## src/hdl/assert_macros.svh

```systemverilog
// Assertion helpers used by the RTL (included by blpm_ctrl)
`ifndef ASSERT_MACROS_SVH
`define ASSERT_MACROS_SVH

// same-cycle implication, disabled during reset
`define AST_IMPL(lbl, clk, rst_n, ante, cons, msg) \
	lbl: assert property (@(posedge clk) disable iff (!rst_n) (ante) |-> (cons)) \
		else $error(msg);

// next-cycle implication, disabled during reset
`define AST_NEXT(lbl, clk, rst_n, ante, cons, msg) \
	lbl: assert property (@(posedge clk) disable iff (!rst_n) (ante) |=> (cons)) \
		else $error(msg);

`endif

```

## src/hdl/blpm_pkg.sv

```systemverilog
`timescale 1ns / 1ps
`default_nettype none
package blpm_pkg;

	localparam logic [1:0] OP_START    = 2'd0;
	localparam logic [1:0] OP_END      = 2'd1;
	localparam logic [1:0] OP_PEAK_CLR = 2'd2;

	localparam logic [31:0] OVERRUN_LIMIT = 32'd1000;
	localparam logic [31:0] LOAD_MAX      = 32'hFFFF_FFFF;
	localparam logic [31:0] BUDGET_RESET  = 32'd1;

	typedef struct packed {
		logic [1:0]  op;
		logic [31:0] cycle_stamp;
	} in_t;

	typedef struct packed {
		logic [31:0] load_last;
		logic [31:0] load_peak;
		logic [31:0] overrun_total;
	} out_t;

	typedef struct packed {
		logic accept;
		logic mul_load;
		logic div_step;
		logic commit;
	} cmd_t;

	typedef struct packed {
		logic in_is_end;
		logic cnt_last;
	} sts_t;

endpackage
`default_nettype wire

```

## src/hdl/blpm_datapath.sv

```systemverilog
`timescale 1ns / 1ps
`default_nettype none
module blpm_datapath #(
	parameter int STAMP_WIDTH = 32
) (
	input  wire logic           clk,
	input  wire logic           arst_n,
	input  wire blpm_pkg::in_t  in_data,
	input  wire logic           cfg_we,
	input  wire logic [31:0]    cfg_wdata,
	input  wire blpm_pkg::cmd_t cmd,
	output blpm_pkg::sts_t      sts,
	output blpm_pkg::out_t      out_data
);
	import blpm_pkg::*;

	localparam int DW = STAMP_WIDTH + 10;
	localparam int XW = DW + 32;
	localparam int CW = $clog2(DW);

	logic [1:0]             op_q;
	logic [STAMP_WIDTH-1:0] stamp_q;
	logic [STAMP_WIDTH-1:0] start_q;
	logic [31:0]            last_q;
	logic [31:0]            peak_q;
	logic [31:0]            ovr_q;
	logic [31:0]            budget_q;
	logic [31:0]            rem_q;
	logic [DW-1:0]          dvd_q;
	logic [CW-1:0]          cnt_q;
	out_t                   out_q;

	logic [STAMP_WIDTH-1:0] elapsed;
	logic [DW-1:0]          ex;
	logic [DW-1:0]          scaled;
	logic [33:0]            trial;
	logic                   qbit;
	logic [XW-1:0]          qx;
	logic [31:0]            load;
	logic [31:0]            last_d;
	logic [31:0]            peak_d;
	logic [31:0]            ovr_d;

	assign elapsed = stamp_q - start_q;
	assign ex      = DW'(elapsed);
	// x1000 = x1024 - x32 + x8
	assign scaled  = (ex << 10) - (ex << 5) + (ex << 3);

	assign trial = {1'b0, rem_q, dvd_q[DW-1]} - {2'b00, budget_q};
	assign qbit  = ~trial[33];

	assign qx   = XW'(dvd_q);
	assign load = ((budget_q == 32'd0) || (|qx[XW-1:32])) ? LOAD_MAX : qx[31:0];

	always_comb begin
		last_d = last_q;
		peak_d = peak_q;
		ovr_d  = ovr_q;
		case (op_q)
			OP_END: begin
				last_d = load;
				if (load > peak_q) peak_d = load;
				if (load > OVERRUN_LIMIT) ovr_d = ovr_q + 32'd1;
			end
			OP_PEAK_CLR: begin
				peak_d = last_q;
			end
			default: begin
			end
		endcase
	end

	always_ff @(posedge clk or negedge arst_n) begin
		if (!arst_n) begin
			start_q  <= '0;
			last_q   <= '0;
			peak_q   <= '0;
			ovr_q    <= '0;
			budget_q <= BUDGET_RESET;
		end else begin
			if (cfg_we) budget_q <= cfg_wdata;
			if (cmd.commit) begin
				if (op_q == OP_START) start_q <= stamp_q;
				last_q <= last_d;
				peak_q <= peak_d;
				ovr_q  <= ovr_d;
			end
		end
	end

	always_ff @(posedge clk) begin
		if (cmd.accept) begin
			op_q    <= in_data.op;
			stamp_q <= STAMP_WIDTH'(in_data.cycle_stamp);
		end
		if (cmd.mul_load) begin
			dvd_q <= scaled;
			rem_q <= '0;
			cnt_q <= '0;
		end else if (cmd.div_step) begin
			dvd_q <= {dvd_q[DW-2:0], qbit};
			rem_q <= qbit ? trial[31:0] : {rem_q[30:0], dvd_q[DW-1]};
			cnt_q <= cnt_q + CW'(1);
		end
		if (cmd.commit) begin
			out_q.load_last     <= last_d;
			out_q.load_peak     <= peak_d;
			out_q.overrun_total <= ovr_d;
		end
	end

	assign sts.in_is_end = (in_data.op == OP_END);
	assign sts.cnt_last  = (cnt_q == CW'(DW - 1));
	assign out_data      = out_q;

endmodule
`default_nettype wire

```

## src/hdl/blpm_ctrl.sv

```systemverilog
`timescale 1ns / 1ps
`default_nettype none
`include "assert_macros.svh"
module blpm_ctrl (
	input  wire logic           clk,
	input  wire logic           arst_n,
	input  wire logic           in_valid,
	output logic                in_ready,
	output logic                out_valid,
	input  wire logic           out_ready,
	input  wire blpm_pkg::sts_t sts,
	output blpm_pkg::cmd_t      cmd
);
	import blpm_pkg::*;

	typedef enum logic [3:0] {
		S_IDLE = 4'b0001,
		S_MUL  = 4'b0010,
		S_DIV  = 4'b0100,
		S_FIN  = 4'b1000
	} state_t;

	state_t st_q, st_d;
	logic   out_valid_q;
	logic   slot_free;

	assign slot_free = !out_valid_q || out_ready;
	assign in_ready  = (st_q == S_IDLE);
	assign out_valid = out_valid_q;

	always_comb begin
		st_d         = st_q;
		cmd.accept   = 1'b0;
		cmd.mul_load = 1'b0;
		cmd.div_step = 1'b0;
		cmd.commit   = 1'b0;
		case (st_q)
			S_IDLE: begin
				if (in_valid) begin
					cmd.accept = 1'b1;
					st_d = sts.in_is_end ? S_MUL : S_FIN;
				end
			end
			S_MUL: begin
				cmd.mul_load = 1'b1;
				st_d = S_DIV;
			end
			S_DIV: begin
				cmd.div_step = 1'b1;
				if (sts.cnt_last) st_d = S_FIN;
			end
			S_FIN: begin
				if (slot_free) begin
					cmd.commit = 1'b1;
					st_d = S_IDLE;
				end
			end
			default: begin
				st_d = S_IDLE;
			end
		endcase
	end

	always_ff @(posedge clk or negedge arst_n) begin
		if (!arst_n) begin
			st_q        <= S_IDLE;
			out_valid_q <= 1'b0;
		end else begin
			st_q <= st_d;
			if (cmd.commit) out_valid_q <= 1'b1;
			else if (out_ready) out_valid_q <= 1'b0;
		end
	end

	`AST_IMPL(a_commit_free, clk, arst_n, cmd.commit, (!out_valid_q || out_ready), "commit into busy slot")
	`AST_NEXT(a_div_to_fin, clk, arst_n, (st_q == S_DIV) && sts.cnt_last, st_q == S_FIN, "divider did not finish")
	`AST_NEXT(a_end_to_mul, clk, arst_n, cmd.accept && sts.in_is_end, st_q == S_MUL, "end event skipped divide")

endmodule
`default_nettype wire

```

## src/hdl/block_load_permille_monitor.sv

```systemverilog
// Block load monitor, permille of a cycle budget.
// Input channel (in_valid/in_ready/in_data): one event per transfer, op is
// block start, block end or peak clear, with a cycle counter stamp.
// Output channel (out_valid/out_ready/out_data): one transfer per event with
// last load, peak load and overrun count after that event.
// cfg_we/cfg_wdata write the cycle budget; write only while idle.
// A block end passes through a scale step, STAMP_WIDTH+10 radix-2 divide
// steps and an update step before its result is loaded; other events go
// straight to the update step. A new event is taken the cycle after the
// previous result is loaded into the output register, so the block does not
// accept an event while the previous one is still in progress.
// A held result does not block acceptance of the next event; a finished
// event waits in the update cycle while the output register is still full.
// Reset clears the metrics and start stamp, sets the budget to 1 and empties
// the output register.
`timescale 1ns / 1ps
`default_nettype none
module block_load_permille_monitor #(
	parameter int STAMP_WIDTH = 32
) (
	input  wire logic           clk,
	input  wire logic           arst_n,
	input  wire logic           in_valid,
	output logic                in_ready,
	input  wire blpm_pkg::in_t  in_data,
	output logic                out_valid,
	input  wire logic           out_ready,
	output blpm_pkg::out_t      out_data,
	input  wire logic           cfg_we,
	input  wire logic [31:0]    cfg_wdata
);
	import blpm_pkg::*;

	cmd_t cmd;
	sts_t sts;

	blpm_ctrl u_ctrl (
		.clk       (clk),
		.arst_n    (arst_n),
		.in_valid  (in_valid),
		.in_ready  (in_ready),
		.out_valid (out_valid),
		.out_ready (out_ready),
		.sts       (sts),
		.cmd       (cmd)
	);

	blpm_datapath #(
		.STAMP_WIDTH (STAMP_WIDTH)
	) u_dp (
		.clk       (clk),
		.arst_n    (arst_n),
		.in_data   (in_data),
		.cfg_we    (cfg_we),
		.cfg_wdata (cfg_wdata),
		.cmd       (cmd),
		.sts       (sts),
		.out_data  (out_data)
	);

endmodule
`default_nettype wire

```

## config.mk

```make
export PLATFORM = sky130hd
export DESIGN_NAME = block_load_permille_monitor
export DESIGN_NICKNAME = d
export VERILOG_FILES = /design/src/hdl/blpm_pkg.sv /design/src/hdl/blpm_datapath.sv /design/src/hdl/blpm_ctrl.sv /design/src/hdl/block_load_permille_monitor.sv
export VERILOG_INCLUDE_DIRS = /design/src /design/src/hdl
export SDC_FILE = /design/constraint.sdc
export NUM_CORES = 1
export LEC_CHECK = 0
export ABC_AREA = 1
export CELL_PAD_IN_SITES_DETAIL_PLACEMENT = 1
export CELL_PAD_IN_SITES_GLOBAL_PLACEMENT = 1
export CORE_AREA = 5 5 194 336
export CTS_CLUSTER_DIAMETER = 50
export CTS_CLUSTER_SIZE = 40
export DETAILED_ROUTE_END_ITERATION = 6
export DIE_AREA = 0 0 199 341
export DONT_BUFFER_PORTS = 1
export PLACE_DENSITY_LB_ADDON = 0.1
export SLEW_MARGIN = 25
export SYNTH_ARGS = -nofsm -noshare
export SYNTH_HDL_FRONTEND = slang
export SYNTH_SLANG_ARGS = --single-unit
```

## constraint.sdc

```tcl
create_clock -name clk -period 10.12 [get_ports clk]
set_input_delay 1.012 -clock clk [delete_from_list [all_inputs] [get_ports clk]]
set_output_delay 1.012 -clock clk [all_outputs]
set_load 0.01 [all_outputs]
```

Word level (Yosys, flattened, before mapping)
Cells that the tools add are included.
{ "totals": {"register_bits": 375, "latchBits": 0, "mem_bits_rw": 0, "romBits": 0, "input_bits": 71, "word_cells": 67, "n_memories": 0} }
{ "op_classes": {"n_addsub": 6, "n_mul": 0, "div": 0, "n_lt_le_gt_ge": 2, "n_eq_ne": 11, "shifts": 0, "n_mux": 22, "bitwise": 1, "reduce_logical": 10} }
{ "ops": {"columns": ["op", "count"], "rows": [
  ["$mux W32", 6],
  ["$mux W42", 2],
  ["$pmux W32 S2", 1],
  ["$add A42 B35 Y42", 1],
  ["$sub A42 B37 Y42", 1],
  ["$sub A33 B32 Y34", 1],
  ["$add A32 B1 Y32 const B", 1],
  ["$gt A32 B10 Y1 const B", 1],
  ["$gt A32 B32 Y1", 1],
  ["$logic_not A32 Y1", 1],
  ["$sub A32 B32 Y32", 1],
  ["$mux W4", 4],
  ["$pmux W4 S4", 1],
  ["$reduce_or A10 Y1", 1],
  ["$mux W1", 8],
  ["$add A6 B1 Y6 const B", 1],
  ["$eq A6 B6 Y1 const B", 1],
  ["$eq A2 B1 Y1 const B", 2],
  ["$eq A4 B1 Y1 const B", 1],
  ["$eq A4 B2 Y1 const B", 1],
  ["$eq A4 B3 Y1 const B", 1],
  ["$eq A4 B4 Y1 const B", 1],
  ["$ne A2 B2 Y1 const B", 2],
  ["$reduce_bool A2 Y1", 2],
  ["other kinds (8)", 9]
]} }

Depth between registers and ports, before layout
Gate-level depths: netlist of run 1.
{ "logic_depth": {"ltp_word": 6, "depth_mapped": 35} }

Modules after synthesis
From an unflattened synthesis of run 1, not the netlist that was laid out.
{ "unflattened": {"cells_unflattened": 3206, "area_unflattened_um2": 24537.3} }
{ "modules_own_cells": {"columns": ["module", "n_inst", "cells_each", "area_each_um2", "seq_area_each_um2"], "rows": [
  ["blpm_datapath", 1, 3163, 24239.5, 9930.8],
  ["blpm_ctrl", 1, 43, 297.8, 126.4]
]} }

Worst setup path after synthesis of run 1
Ideal clock, no wire load.
{ "synth_path": {"path_type": "in2reg", "from": "input port out_ready", "to": "register u_dp.out_q, in the netlist u_dp.out_data[0], enable pin", "setup_time_ps": 498, "arrival_time_ps": 4320, "slack_ps": 5302, "stages": 4, "path_cell_list": "nor2_1 -> nor2_1 -> clkbuf_1 -> clkbuf_1"} }
{ "synth_lines": {"columns": ["element", "line", "text"], "rows": [
  ["start: declaration", "block_load_permille_monitor.sv:27", "input wire logic out_ready,"],
  ["end: declaration", "blpm_datapath.sv:31", "out_t out_q;"]
]} }

Final worst setup path of run 1
{ "layout_path": {"from": "register u_dp.stamp_q[0]", "to": "register u_dp.dvd_q[41] (data pin)"} }
{ "layout_via": {"elab_chain_len": 4} }
{ "layout_lines": {"columns": ["element", "line", "text"], "rows": [
  ["start: declaration", "blpm_datapath.sv:22", "logic [STAMP_WIDTH-1:0] stamp_q;"],
  ["start signal: assignment", "blpm_datapath.sv:94", "stamp_q <= STAMP_WIDTH'(in_data.cycle_stamp);"],
  ["$sub A32 B32 Y32 *", "blpm_datapath.sv:44", "assign elapsed = stamp_q - start_q;"],
  ["$sub A42 B37 Y42", "blpm_datapath.sv:47", "assign scaled = (ex << 10) - (ex << 5) + (ex << 3);"],
  ["$add A42 B35 Y42 *", "blpm_datapath.sv:47", null],
  ["$mux W42 *", "blpm_datapath.sv:96", "if (cmd.mul_load) begin"],
  ["end signal: assignment", "blpm_datapath.sv:97", "dvd_q <= scaled;"],
  ["end signal: assignment", "blpm_datapath.sv:101", "dvd_q <= {dvd_q[DW-2:0], qbit};"],
  ["end: declaration", "blpm_datapath.sv:29", "logic [DW-1:0] dvd_q;"]
]} }
Mark *: on every way between the ends. The rest lies on a longest branch, timed or not.
A chain may end at the register's enable or synchronous reset.

==> flow_summary.toml, run 1 <==
[run_status]
status = "complete, no violations"

[die]
coreArea_um2 = 62100
io_pins = 169
die-area_um2 = 67900
num_rows = 121
die_x_um = 199
initial_core_util_pct = 39.5
die-height_um = 341

[global_routing]
grt_pass1_wl_um = 123000
antenna_found_initial = 3
grt.total_usage_pct = 22.4
grt_max_degree = 166
grt_pass1_vias = 23100
grt_overflow = 0

[yosys]
synthCells = 3218
synth_edf_count = 172
ys.flop_type = "edfxtp_1"
ys_ff_latch = 375
syn_nets = 3462
synth_cell_types = 62
syn_area_um2 = 24500
syn_area_per_cell_um2 = 7.62
ys_warn_count = 0
async_reset_ff_share_pct = 44.0
ys_seq_area_share_pct = 41.0

[sta]
worstMarginPinSlew_ns = 1.00
rsz0062_at_grt = "false"
maxSlewViolCount = 0
fmax_mhz = 182
fin_setup_tns_ns = 0
slew_headroom_pct = 33.2
setup_viol = 0
final.setup_skew_ns = 0.0439
fin_crit_ns = 5.51
finalHoldViolations = 0
min_period_over_period_pct = 54.4

[critical_path]
r2r_cells = 28
cp.arrival_ns = 5.85
cp_slowest_stage_delay_ns = 0.55
path_max_fanout = 7
r2r-start = "u_dp.stamp_q[0]"
cp_slowest_cell = "fa_1"
crit_required_ns = 10.47
worstReg2RegEnd = "u_dp.dvd_q[41]"
cp_num_buf_inv = 5
crit_type = "register to register"
cp_top_family = "simple AND/OR/NAND/NOR gates"
cp-end-kind = "register"
startpoint_type = "register"
r2r_slack_ns = 4.61

[clock_network]
cts_tree = "built"
ctsHoldBuffers = 0
cts-buffers-inserted = 37
ctsHtreeMaxLevel = 2
clk_latency_ns = 0.60
cts.sinks = 375
cts.clk_slew.worst_paths_ns = 0.07
cts-root-buf = "clkbuf_16"
cts_resized = 0
cts_setup_buffers = 0
cts_buffer_depth = 3

[placement]
io_buffers = 0
gp_congestion = 0.874
hpwl_um = 58900

[routing]
wl_um = 76500
ant_nets = 0
wire_per_inst_um = 19.1
first_iter_violations = 721
vias = 21300
drtPass1Iterations = 5
viasPerCell = 5.31
drc = 0

[final_layout]
drive_gt1_share_pct = 4.48
area_delta_synth_final_pct = 8.81
num-nets-final = 3427
n_antenna_cell = 0
nFillCells = 7591

[flow_run]
drv_cap = 0

[hold_path]
holdCritPathClass = "input pin to async pin"
cell usage after synthesis (all sizes together), types with 21 or more instances:
library cell  instances  area (µm²)
nor4                 21         138
dfrtp               163        4080
a21oi               230        1160
inv                 465        1750
nand3               208        1050
nand4                29         181
xor2                 55         489
nor2                259        1010
dfxtp                38         761
nand2               852        3250
ha                  157        1960
clkbuf               73         274
nor3                 34         196
edfxtp              172        5160
o21ai               261        1320
a21boi               36         270
worst max path at each step:
| stage | startpoint | endpoint | cells past startpoint |
|---|---|---|---|
| global placement | u_dp.stamp_q[0] | u_dp.dvd_q[41] | 28 |
| detailed placement | u_dp.stamp_q[0] | u_dp.dvd_q[41] | 28 |
| floorplan | out_ready | u_dp.out_data[0] | 4 |
| finish | u_dp.stamp_q[0] | u_dp.dvd_q[41] | 28 |
| CTS | u_dp.stamp_q[0] | u_dp.dvd_q[41] | 28 |
| global route | u_dp.stamp_q[0] | u_dp.dvd_q[41] | 28 |
layout by cell type, fill, tap and decap left out, types with 4 or more instances in the layout:
master / count
o22ai_1: 4
nand3_1: 205
dfrtp_1: 163
nand2_1: 844
xor2_1: 54
o21ai_0: 231
o21ai_1: 27
nor2_2: 5
a21o_1: 17
nor2_1: 250
clkinv_8: 5
a31oi_1: 11
dfxtp_1: 38
inv_2: 12
a21oi_1: 228
nand2_4: 5
a211oi_1: 4
xnor2_1: 19
inv_1: 452
o21bai_1: 14
or2_2: 11
nor3_1: 29
a21boi_1: 20
edfxtp_1: 172
nand4_1: 29
o211ai_1: 11
ha_1: 156
nand3b_1: 11
buf_4: 15
a21boi_0: 16
o21a_1: 4
clkbuf_16: 38
fa_1: 16
inv_6: 5
nor4_1: 20
inv_12: 6
and2_1: 4
state kept, by name (all words and copies together), names as in the netlist:
| name | flops |
|---|---|
| u_dp.cnt_q | 6 |
| u_ctrl.st_q | 4 |
| u_dp.op_q | 2 |
| u_dp.dvd_q | 42 |
| u_dp.ovr_q | 32 |
| u_dp.peak_q | 32 |
| u_dp.out_data | 96 |
| u_ctrl.out_valid | 1 |
| u_dp.stamp_q | 32 |
| u_dp.start_q | 32 |
| u_dp.last_q | 32 |
| u_dp.budget_q | 32 |
| u_dp.rem_q | 32 |
per-layer routing:
layer	GRT usage, %	part of all wire [%]	vias up
li1	-	-	10500
met2	41.9	53	330
met1	25.5	40	10300
met4	8.48	4.2	6
met5	0	0.061	-
met3	3.15	3.0	139
cell families (layout without fill, tap and decap cells):
group	count (synthesis)	in the layout	synth area share (%)
compound gates	604	604	13.6
flops	375	375	41.0
simple gates	1435	1435	24.6
buf+inv	555	548	8.65
fa+ha+maj	173	173	9.32
mux	2	2	0.0919
xor+xnor	74	74	2.68
through the flow:
step / utilization [%] / worst slack, ns / hold WS, ns / instance area [µm²] / instances
after floorplan: - / 5.30 / 0.445 / 24500 / 3218
after CTS: 42.9 / 4.53 / 0.0833 / 26600 / 4009
after global placement: 40.7 / 4.72 / 0.458 / 25300 / 3942
final: 43.0 / 4.61 / 0.121 / 26700 / 4010
after detailed placement: 40.7 / 4.55 / 0.469 / 25300 / 3942
after global routing: 43.0 / 4.23 / 0.0890 / 26700 / 4010
worst reg2reg max path: cells and delay by family, from the launching register on:
| kind | cells | cell delay, ns |
|---|---|---|
| flip-flops | 1 | 0.36 |
| AO/OA/AOI/OAI | 6 | 1.00 |
| AND/OR/NAND/NOR | 12 | 1.76 |
| buffers and inverters | 5 | 0.44 |
| XOR/XNOR | 1 | 0.23 |
| adder cells (fa/ha/maj) | 4 | 1.48 |
area by class of cell:
| type | instances | area (µm²) | share of cell area [%] |
|---|---|---|---|
| clock buffer | 39 | 955 | 3.58 |
| clock inverter | 28 | 400 | 1.50 |
| inverter | 465 | 1750 | 6.56 |
| multi-input combinational | 2288 | 12400 | 46.4 |
| sequential | 375 | 10100 | 37.7 |
| tap | 799 | 1000 | 3.75 |
| timing repair buffer | 16 | 133 | 0.497 |
Power of run 1 is not shown: default switching activity piles up to over one toggle a cycle in this logic, so the estimate is an artifact.
==> run 2: changes to the inputs <==
Clock period 10.12 ns to 4.7 ns, I/O delays scaled along.
==> flow_summary.toml, run 2 (same netlist as run 1, synthesis figures left out) <==
[critical_path]
crit_path_start = "u_dp.stamp_q[10]"
r2r_cells = 25
r2r-start = "u_dp.stamp_q[10]"
worstReg2RegEnd = "u_dp.dvd_q[41]"
path_max_fanout = 4
r2r_slack_ns = 0.06
cp_slowest_cell = "edfxtp_1"
startpoint_type = "register"
cp_num_buf_inv = 5
critical_path.endpoint = "u_dp.dvd_q[41]"
cp-end-kind = "register"
worst-path-stages = 25
cp_top_family = "compound AO/OA/AOI/OAI gates"
cp_slowest_stage_delay_ns = 0.43
cp.arrival_ns = 4.99
cp_common_cell = "buf_4"
crit_type = "register to register"
crit_required_ns = 5.04

[sta]
fin_crit_ns = 4.64
final.setup_skew_ns = 0.0279
worst_slack_ns = 0.0552
finalHoldViolations = 0
worstMarginPinSlew_ns = 1.08
rsz0062_at_grt = "true"
maxSlewViolCount = 0
slew_headroom_pct = 27.8
min_period_over_period_pct = 98.8
fmax_mhz = 215
setup_viol = 0

[clock_network]
cts_tree = "built"
cts-buffers-inserted = 35
clk_latency_ns = 0.60
cts-root-buf = "clkbuf_16"
cts_buffer_depth = 3
ctsHtreeMaxLevel = 2
cts.clk_slew.worst_paths_ns = 0.08
cts.sinks = 375

[placement]
hpwl_um = 59600
dp_slack_ns = -0.430
gp_congestion = 0.894
io_buffers = 0

[global_routing]
grt_pass1_wl_um = 127000
grt_max_degree = 206
grtUsageMet2_pct = 43.5
grt_overflow = 0
met1_usage_pct = 25.7
antenna_found_initial = 0
grt.total_usage_pct = 23.1
grt_pass1_vias = 24500
gr-usage-met3_pct = 2.82
grt.busiest_layer = "met2"

[die]
coreArea_um2 = 62100
initial_core_util_pct = 39.5
num_rows = 121
die-height_um = 341
io_pins = 169
die_x_um = 199
die-area_um2 = 67900

[final_layout]
largest_reg_flops = 96
drive_gt1_share_pct = 16.0
layout_common_cells = "818 x nand2_1, 429 x inv_1, 243 x buf_4, 229 x nor2_1, 210 x o21ai_0"
n_antenna_cell = 0
num-nets-final = 3721
area_delta_synth_final_pct = 23.0
utilization_pct = 48.6
mostFrequentLayoutCell = "nand2_1"

[routing]
vias = 22700
first_iter_violations = 777
drc = 0
viasPerCell = 5.28
ant_nets = 0
wire_per_inst_um = 18.6
drtPass1Iterations = 5
wl_um = 80300

[run_status]
status = "complete, no violations"

[hold_path]
hold_depth = 2
holdCritPathClass = "input pin to register"

[flow_run]
drv_cap = 0
-- run 2: layout make-up --
type / instances / area [µm²]
Tap cell: 799 / 1000
Clock buffer: 36 / 901
Multi-Input combinational cell: 2288 / 13500
Fill cell: 7530 / 31900
Timing Repair Buffer: 312 / 2600
Clock inverter: 28 / 365
Sequential cell: 375 / 10100
Inverter: 465 / 1750
-- run 2: worst min-delay path by stage --
stage | slack (ns) | startpoint | to
finish | 0.03 | cfg_wdata[8] | u_dp.budget_q[8]
global placement | 0.18 | arst_n | u_dp.last_q[10]
detailed placement | 0.19 | arst_n | u_dp.last_q[11]
global route | 0.001 | cfg_wdata[21] | u_dp.budget_q[21]
floorplan | 0.17 | arst_n | u_ctrl.out_valid
CTS | 0.0007 | cfg_wdata[11] | u_dp.budget_q[11]
-- run 2: worst register-to-register path, delay by kind of cell (launching register included) --
| family | cells | cell delay, ns |
|---|---|---|
| adders and majority gates | 3 | 0.87 |
| AOI/OAI and AO/OA | 7 | 1.38 |
| buffers and inverters | 5 | 0.58 |
| xor gates and xnor gates | 1 | 0.18 |
| DFF | 1 | 0.43 |
| and+or+nand+nor | 9 | 0.97 |
-- run 2: per-layer routing --
layer,wire [µm],up-vias
met5,0,-
met1,31500,11100
li1,-,11100
met2,42900,374
met4,3480,0
met3,2310,149
-- run 2: timing repair --
action                     CTS  global route
hold endpoints to repair   233             0
pin swaps                   15            69
hold buffers                62             0
gates resized for setup     58           186
setup endpoints to repair   19            24
buffers inserted             6            22
-- run 2: per-stage QoR --
stage                TNS (ns)  instances  hold WS (ns)  instance area (µm²)
CTS                 -0.000356       4279      0.000713                29100
detailed placement      -3.18       4147         0.185                26800
floorplan                   0       3218         0.174                24500
global placement        -1.72       4147         0.185                26800
global route           -0.930       4303       0.00119                30100
finish                      0       4303        0.0275                30100
Power of run 2 is left out for the same reason.
